===== src/rtl/cclb_pkg.sv =====
// Shared constants, types and span tables for the cubical cell birth lookup.
`timescale 1ns / 1ps

package cclb_pkg;

   localparam int MAX_X     = 32;
   localparam int MAX_Y     = 32;
   localparam int MAX_Z     = 32;
   localparam int COORD_W   = 5;
   localparam int SIZE_W    = COORD_W + 1;
   localparam int AXIS_SPAN = 1 << COORD_W;
   localparam int VALUE_W   = 16;
   localparam int NUM_BANKS = 8;
   localparam int BANK_SEL_W = 3;
   localparam int BANK_AW   = 3 * (COORD_W - 1);
   localparam int BANK_DEPTH = 1 << BANK_AW;

   localparam logic [VALUE_W-1:0] INF_CODE = {VALUE_W{1'b1}};
   localparam logic [VALUE_W-1:0] SAT_CODE = {{(VALUE_W-1){1'b1}}, 1'b0};

   localparam int CSR_IDX_W = 2;
   localparam logic [CSR_IDX_W-1:0] CSR_SIZE_X = 2'd0;
   localparam logic [CSR_IDX_W-1:0] CSR_SIZE_Y = 2'd1;
   localparam logic [CSR_IDX_W-1:0] CSR_SIZE_Z = 2'd2;

   localparam logic [1:0] DIM_VERTEX = 2'd0;
   localparam logic [1:0] DIM_EDGE   = 2'd1;
   localparam logic [1:0] DIM_SQUARE = 2'd2;
   localparam logic [1:0] DIM_CUBE   = 2'd3;

   localparam logic [1:0] AXIS_X = 2'd0;
   localparam logic [1:0] AXIS_Y = 2'd1;
   localparam logic [1:0] AXIS_Z = 2'd2;

   typedef enum logic [1:0] {
      MODE_LOAD   = 2'd0,
      MODE_BIRTH  = 2'd1,
      MODE_PARENT = 2'd2,
      MODE_NONE   = 2'd3
   } mode_type;

   typedef struct packed {
      mode_type               mode;
      logic [COORD_W-1:0]     x;
      logic [COORD_W-1:0]     y;
      logic [COORD_W-1:0]     z;
      logic [1:0]             dim;
      logic [1:0]             orient;
      logic [VALUE_W-1:0]     value;
      logic [NUM_BANKS-1:0]   in_use;
   } query_type;

   typedef logic [NUM_BANKS-1:0][VALUE_W-1:0] bank_data_type;

   // Offsets are coded {dx,dy,dz}; a zero mask marks a bad orientation.
   function automatic logic [NUM_BANKS-1:0] span_mask(input logic [1:0] dim,
                                                      input logic [1:0] orient);
      logic [NUM_BANKS-1:0] m;
      m = '0;
      unique case (dim)
         DIM_VERTEX: m = 8'b0000_0001;
         DIM_EDGE: begin
            unique case (orient)
               AXIS_X:  m = 8'b0001_0001;
               AXIS_Y:  m = 8'b0000_0101;
               AXIS_Z:  m = 8'b0000_0011;
               default: m = '0;
            endcase
         end
         DIM_SQUARE: begin
            unique case (orient)
               AXIS_X:  m = 8'b0000_1111;
               AXIS_Y:  m = 8'b0011_0011;
               AXIS_Z:  m = 8'b0101_0101;
               default: m = '0;
            endcase
         end
         DIM_CUBE: m = 8'b1111_1111;
         default:  m = '0;
      endcase
      return m;
   endfunction

   function automatic logic axis_ok(input logic [SIZE_W-1:0] c,
                                    input logic [SIZE_W-1:0] size,
                                    input int maxv);
      return (c < size) && (int'(c) < maxv) && (int'(c) < AXIS_SPAN);
   endfunction

endpackage


===== src/rtl/cclb_resolve.sv =====
// Birth maximum and parent priority search over the spanned voxels, with output register.
`timescale 1ns / 1ps

module cclb_resolve
   import cclb_pkg::*;
(
   input  logic                 clock,
   input  logic                 reset,
   input  logic                 q_valid,
   input  query_type            q,
   input  bank_data_type        bank_data,
   output logic                 q_taken,
   output logic                 rsp_valid,
   input  logic                 rsp_ready,
   output logic [VALUE_W-1:0]   rsp_birth,
   output logic [SIZE_W-1:0]    rsp_parent_x,
   output logic [SIZE_W-1:0]    rsp_parent_y,
   output logic [SIZE_W-1:0]    rsp_parent_z
);

   logic [VALUE_W-1:0]    vox [NUM_BANKS];
   logic [NUM_BANKS-1:0]  mask;
   logic [BANK_SEL_W-1:0] base_par;
   logic [VALUE_W-1:0]    best;
   logic [BANK_SEL_W-1:0] sel_off;
   logic [VALUE_W-1:0]    birth_in;
   logic [SIZE_W-1:0]     px_in;
   logic [SIZE_W-1:0]     py_in;
   logic [SIZE_W-1:0]     pz_in;

   logic                  rsp_valid_ff, rsp_valid_in;
   logic [VALUE_W-1:0]    rsp_birth_ff;
   logic [SIZE_W-1:0]     rsp_px_ff, rsp_py_ff, rsp_pz_ff;

   always_comb begin
      base_par = {q.x[0], q.y[0], q.z[0]};
      mask     = span_mask(q.dim, q.orient);
      for (int o = 0; o < NUM_BANKS; o++) begin
         vox[o] = q.in_use[o] ? bank_data[BANK_SEL_W'(o) ^ base_par] : INF_CODE;
      end
   end

   always_comb begin
      best    = '0;
      sel_off = '0;
      for (int o = 0; o < NUM_BANKS; o++) begin
         if (mask[o] && (vox[o] > best)) begin
            best = vox[o];
         end
         if (mask[o] && (vox[o] == q.value)) begin
            sel_off = BANK_SEL_W'(o);
         end
      end
   end

   always_comb begin
      birth_in = '0;
      px_in    = '0;
      py_in    = '0;
      pz_in    = '0;
      if (q.mode == MODE_BIRTH) begin
         birth_in = (mask == '0) ? INF_CODE : best;
      end else begin
         px_in = {1'b0, q.x} + SIZE_W'(sel_off[2]);
         py_in = {1'b0, q.y} + SIZE_W'(sel_off[1]);
         pz_in = {1'b0, q.z} + SIZE_W'(sel_off[0]);
      end
   end

   assign q_taken = q_valid && (!rsp_valid_ff || rsp_ready);

   always_comb begin
      rsp_valid_in = rsp_valid_ff;
      if (q_taken) begin
         rsp_valid_in = 1'b1;
      end else if (rsp_ready) begin
         rsp_valid_in = 1'b0;
      end
   end

   always_ff @(posedge clock) begin
      if (reset) begin
         rsp_valid_ff <= 1'b0;
      end else begin
         rsp_valid_ff <= rsp_valid_in;
      end
   end

   always_ff @(posedge clock) begin
      if (q_taken) begin
         rsp_birth_ff <= birth_in;
         rsp_px_ff    <= px_in;
         rsp_py_ff    <= py_in;
         rsp_pz_ff    <= pz_in;
      end
   end

   assign rsp_valid    = rsp_valid_ff;
   assign rsp_birth    = rsp_birth_ff;
   assign rsp_parent_x = rsp_px_ff;
   assign rsp_parent_y = rsp_py_ff;
   assign rsp_parent_z = rsp_pz_ff;

endmodule


===== config.mk =====
export PLATFORM = sky130hd
export DESIGN_NAME = cclb_resolve
export DESIGN_NICKNAME = d
export VERILOG_FILES = /design/src/rtl/cclb_pkg.sv /design/src/rtl/cclb_resolve.sv
export SDC_FILE = /design/constraint.sdc
export NUM_CORES = 1
export LEC_CHECK = 0
export BUFFER_PORTS_ARGS = -buffer_cell sky130_fd_sc_hd__buf_4
export CORE_ASPECT_RATIO = 1.75
export CORE_MARGIN = 5
export CORE_UTILIZATION = 60
export DETAILED_ROUTE_END_ITERATION = 8
export GPL_ROUTABILITY_DRIVEN = 0
export GPL_TIMING_DRIVEN = 1
export PLACE_DENSITY = 0.9
export REMOVE_ABC_BUFFERS = 1
export SLEW_MARGIN = 20
export SYNTH_ARGS = -nofsm -noshare
export SYNTH_HDL_FRONTEND = slang
export SYNTH_SLANG_ARGS = --single-unit

===== constraint.sdc =====
create_clock -name clock -period 24.6 [get_ports clock]
set_clock_uncertainty 0.2 [all_clocks]
set_input_delay 2.46 -clock clock [delete_from_list [all_inputs] [get_ports clock]]
set_output_delay 2.46 -clock clock [all_outputs]
set_load 0.005 [all_outputs]

# ---- Word level (Yosys, flattened, before mapping)
# Index checks and enable logic that the tools add are counted.
dict set report totals {
  register_bits 35
  in_bits 177
  output_inout_bits 36
  wordCells 111
}
dict set report classes {
  n_addsub 3
  n_lt_le_gt_ge 16
  n_eq_ne 13
  muxes 45
  n_bitwise 7
  reduce_logical 22
}
# operator n
set ops {}
lappend ops {{two-way mux 16 bit} 25}
lappend ops {{binary-select mux 16 bit (select 3 bit)} 8}
lappend ops {{== test 16 bit} 7}
lappend ops {{greater-than comparator 16 bit} 7}
lappend ops {{< comparator 3 x 4 -> 1 bit (second input constant)} 8}
lappend ops {{case mux 8 bit (4 select lines)} 1}
lappend ops {{case mux 7 bit (3 select lines)} 1}
lappend ops {{adder 5 x 1 -> 6 bit} 3}
lappend ops {{two-way mux 3 bit} 6}
lappend ops {{greater-than comparator 16 x 1 -> 1 bit (second input constant)} 1}
lappend ops {{logical AND 1 bit} 16}
lappend ops {{case mux 5 bit (3 select lines)} 1}
lappend ops {{logical NOT 8 bit} 1}
lappend ops {{== test 2 x 1 -> 1 bit (second input constant)} 3}
lappend ops {{== test 2 bit (second input constant)} 3}
lappend ops {{NOT 2 bit} 3}
lappend ops {{logical NOT 2 bit} 2}
lappend ops {{two-way mux 1 bit} 3}
lappend ops {{NOT 1 bit} 3}
lappend ops {{NOT 3 bit} 1}
lappend ops {{nonzero test 2 bit} 1}
lappend ops {{logical NOT 1 bit} 1}
lappend ops {{logical OR 1 bit} 1}

# ---- Logic depth before layout (Yosys ltp)
dict set report depth {
  ltp_word 28
  ltp_mapped 80
  ltp_nobuf 66
}

# ---- Least setup slack after synthesis
# No wires, ideal clock.
dict set report synth_timing {
  path_kind {input to register}
  from {input q[33] (netlist bit)}
  to {register rsp_birth_ff[10] (netlist: rsp_birth[10]) (data pin)}
  setup_time_ns 0.267
  t_arrival_ns 17.191
  required_time_ns 24.133
  path_slack_ns 6.942
  cell_stages 72
  path_buffers 16
  cell_sequence {buf_6 -> buf_6 -> buf_6 -> buf_6 -> mux2i_1 -> a21oi_1 -> o22ai_1 -> inv_1 -> ha_1 -> a21o_1 -> a21o_1 -> a2111oi_0 -> o211ai_1 -> buf_2 -> and3_1 -> or2_2 -> ha_1 -> nand4_1 -> (+36 left out) -> a21o_1 -> a311oi_1 -> o21a_1 -> clkbuf_1 -> clkbuf_1 -> nor2_1 -> a21o_1 -> ha_1 -> a21oi_1 -> nor2b_1 -> o221ai_1 -> a21oi_1 -> o21a_1 -> o21ai_1 -> and3_1 -> buf_1 -> clkbuf_1 -> a21oi_1}
}
dict set report synth_via {
  elab_chain_cells 28
  word_cells_on_any_way 53
  classes_between {8 x order compare; 33 x mux; 4 x bitwise; 8 x reduce/logical}
}
# element line_no
set synth_rtl {}
lappend synth_rtl {{start: declaration} cclb_resolve.sv:10} ;# input query_type q,
lappend synth_rtl {{binary-select mux 16 bit (select 3 bit)} cclb_resolve.sv:39} ;# vox[o] = q.in_use[o] ? bank_data[BANK_SEL_W'(o) ^ base_par] : INF_CODE;
lappend synth_rtl {{two-way mux 16 bit (implied by the code)} cclb_resolve.sv:39}
lappend synth_rtl {{two-way mux 16 bit} cclb_resolve.sv:39}
lappend synth_rtl {{greater-than comparator 16 x 1 -> 1 bit} cclb_resolve.sv:47} ;# if (mask[o] && (vox[o] > best)) begin
lappend synth_rtl {{logical AND 1 bit} cclb_resolve.sv:47}
lappend synth_rtl {{two-way mux 16 bit} cclb_resolve.sv:47}
lappend synth_rtl {{greater-than comparator 16 bit} cclb_resolve.sv:47}
lappend synth_rtl {{logical AND 1 bit} cclb_resolve.sv:47}
lappend synth_rtl {{(+12 left out)} n/a}
lappend synth_rtl {{two-way mux 16 bit} cclb_resolve.sv:47}
lappend synth_rtl {{greater-than comparator 16 bit} cclb_resolve.sv:47}
lappend synth_rtl {{logical AND 1 bit} cclb_resolve.sv:47}
lappend synth_rtl {{two-way mux 16 bit} cclb_resolve.sv:47}
lappend synth_rtl {{greater-than comparator 16 bit} cclb_resolve.sv:47}
lappend synth_rtl {{logical AND 1 bit} cclb_resolve.sv:47}
lappend synth_rtl {{two-way mux 16 bit *} cclb_resolve.sv:47}
lappend synth_rtl {{two-way mux 16 bit *} cclb_resolve.sv:62} ;# birth_in = (mask == '0) ? INF_CODE : best;
lappend synth_rtl {{end signal: assignment} cclb_resolve.sv:91} ;# rsp_birth_ff <= birth_in;
lappend synth_rtl {{end: declaration} cclb_resolve.sv:32} ;# logic [VALUE_W-1:0] rsp_birth_ff;
# Every way passes the cells marked *; elsewhere a longest branch is shown, timed or not. The select of a mux whose other input is x is not followed.
# A chain may end at the register's enable or synchronous reset.

# ---- Worst setup path after layout
dict set report layout_timing {
  from {input q[33] (netlist bit)}
  to {register rsp_birth_ff[14] (netlist: rsp_birth[14]) (data pin)}
}
# Same word-level chain as after synthesis.

==> impl_metrics.env <==
export IMPL_hold_viol=0
export IMPL_crit_type="in2reg"
export IMPL_cp_max_fo=76
export IMPL_cts_sinks=35
export IMPL_first_pass_iters=9
export IMPL_end_kind="flip-flop"
export IMPL_mostFrequentLayoutCells="223 x buf_4, 123 x ha_1, 119 x nand2_1"
export IMPL_tightest_slew_ns=1.26
export IMPL_num_vias=14200
export IMPL_postCtsSetupBuffers=0
export IMPL_ys_seq_area_frac=0.0826
export IMPL_post_cts_resized=0
export IMPL_maxSlewHeadroom=0.151
export IMPL_avgSynthCellArea_um2=8.71
export IMPL_async_reset_ff_frac=0
export IMPL_cts_tree="yes"
export IMPL_violations="design-rule violations"
export IMPL_syn_to_final_growth_pct=12.1
export IMPL_routed_wl_um=52300
export IMPL_nets=1872
export IMPL_n_antenna_cell=0
export IMPL_io_pins=213
export IMPL_detailed_place_hpwl_um=39300
export IMPL_cellPowerDensity_nw_per_um2=59.0
export IMPL_crit_top_cell="ha_1"
export IMPL_port_buffers=212
export IMPL_ant_nets=0
export IMPL_track_usage=0.416
export IMPL_rsz0062_at_grt="no"
export IMPL_hold_worst_slack_ns=0.363
export IMPL_synth_area_um2=12600
export IMPL_avgViaCountPerCell=7.78
export IMPL_multi_input_area_um2=10700
export IMPL_startpoint_type="primary input"
export IMPL_path_delay_family="compound AO/OA/AOI/OAI gates"
export IMPL_die_width_um=120
export IMPL_ys_warn_count=0
export IMPL_initial_core_util=0.607
export IMPL_critPathBufInv=8
export IMPL_drc_errors=27
export IMPL_crit_required_ns=24.40
export IMPL_p_leak_nw=6.02
export IMPL_grt_antenna_before_repair=2
export IMPL_holdCritPathClass="reg2reg"
export IMPL_final_common_cell="buf_4"
export IMPL_timing_final_crit_share=0.873
export IMPL_fillers=1578
export IMPL_clock_latency_ns=0.28
export IMPL_coreArea_um2=20800
export IMPL_cts_hold_buf=0
export IMPL_cts_buffer_depth=2
export IMPL_drv_cap=0
export IMPL_drtIter0Drc=2431
export IMPL_seq_area_um2=1040
export IMPL_synth_seq_cells=35
export IMPL_gr_total_overflow=0
export IMPL_status="finished, violations left"
export IMPL_layout_drive_gt1_share=0.267
export IMPL_cp_slowest_cell="a21oi_2"
export IMPL_path_clk_slew_ns=0.05
export IMPL_die_y_um=202
export IMPL_fin_crit_ns=21.46
export IMPL_htreeDepth=2
export IMPL_tns_ns=0
export IMPL_max_freq_ghz=0.0466
export IMPL_grt_pass1_wl_um=77300
export IMPL_synthCells=1446
export IMPL_critical_path_max_stage_delay_ns=0.88
export IMPL_synth_edf_count=34
export IMPL_synthFlopType="edfxtp_1"
export IMPL_wl_per_cell_um=28.7
export IMPL_row_count=70
export IMPL_numCtsBuffers=5
export IMPL_die_area_um2=24100
export IMPL_grt_max_degree=80
export IMPL_slew_viol_final=0
export IMPL_grt_pass1_vias=14100
export IMPL_cts_root_buf="clkbuf_16"
export IMPL_ir_worst_vdd_v=0.0000322
export IMPL_yosysUniqueCellTypes=80
export IMPL_cp_arrival_ns=21.26
export IMPL_final_setup_viol_count=0
## path summary, 6_finish.rpt
check	startpoint	end	slack, ns	depth (start not counted)
worst max-delay path	q[33]	rsp_birth[14]	3.14	62
worst min-delay path	rsp_valid	rsp_valid	0.36	2
worst min register to register	rsp_valid	rsp_valid	0.36	2
worst max register to register	rsp_valid	rsp_birth[0]	23.15	2
## cells by family (layout without fill, tap and decap cells)
logic type / after synthesis / count (layout) / share of synthesized area
AO/OA/AOI/OAI: 384 / 384 / 0.216
adder cells (fa/ha/maj): 123 / 123 / 0.122
AND/OR/NAND/NOR: 390 / 390 / 0.153
multiplexers: 236 / 236 / 0.277
flip-flops: 35 / 35 / 0.0826
XOR/XNOR: 118 / 118 / 0.0821
buffers and inverters: 160 / 287 / 0.0673
## area by class of cell
| class | count | share of cell area |
|---|---|---|
| multi-input cells | 1251 | 0.760 |
| clock inverters | 2 | 0.000532 |
| flip-flops and latches | 35 | 0.0737 |
| well taps | 252 | 0.0223 |
| repair buffers | 225 | 0.120 |
| inverters | 54 | 0.0144 |
| clock buffers | 6 | 0.00913 |
## sequential cells by signal, summed over array words and instances, names as in the netlist
signal,cells
rsp_birth,16
rsp_parent_x,6
rsp_parent_y,6
rsp_parent_z,6
rsp_valid,1
## cells in the mapped netlist (21+ instances only)
cell / instances / area (µm²)
clkbuf_1: 42 / 158
a21o_1: 35 / 263
ha_1: 123 / 1540
o22ai_1: 23 / 144
nand3_1: 28 / 140
nand4_1: 31 / 194
nand2_1: 119 / 447
mux2_2: 66 / 743
a21oi_1: 90 / 450
edfxtp_1: 34 / 1020
inv_1: 50 / 188
xnor2_1: 62 / 543
xor2_1: 56 / 490
o21ai_0: 41 / 205
mux2i_1: 87 / 871
nand2b_1: 25 / 156
buf_2: 21 / 105
nor2b_1: 22 / 138
nor2_1: 88 / 330
mux4_2: 78 / 1760
o211ai_1: 25 / 188
## power breakdown
part	internal (mW)	switching (mW)	total, mW
registers	0.0747	0.00235	0.0771
clock network	0.0368	0.0231	0.0599
logic	0.283	0.413	0.697
## per-stage QoR
step	instance area (µm²)	total power [mW]	util	std cells	worst slack [ns]
2_1_floorplan	12000	0.519	-	1340	5.14
3_3_place_gp	14000	0.703	0.674	1817	4.38
3_5_place_dp	14000	0.728	0.674	1817	3.62
4_1_cts	14100	0.790	0.680	1825	3.89
5_1_grt	14100	0.883	0.680	1825	2.30
6_report	14100	0.834	0.680	1825	3.14
## worst min-delay path, stage by stage, from the launching register on
cell	delay, ns
dfxtp_1	0.34
a21oi_1	0.13
nor2_1	0.05
## routing by layer
metal,track usage,vias to the layer above,share of wire
met5,0,-,0.00055
met4,0.370,4,0.12
met1,0.416,6449,0.29
li1,-,5834,-
met2,0.661,1391,0.44
met3,0.166,518,0.15
No activity file was read; power rests on OpenSTA's default activity.
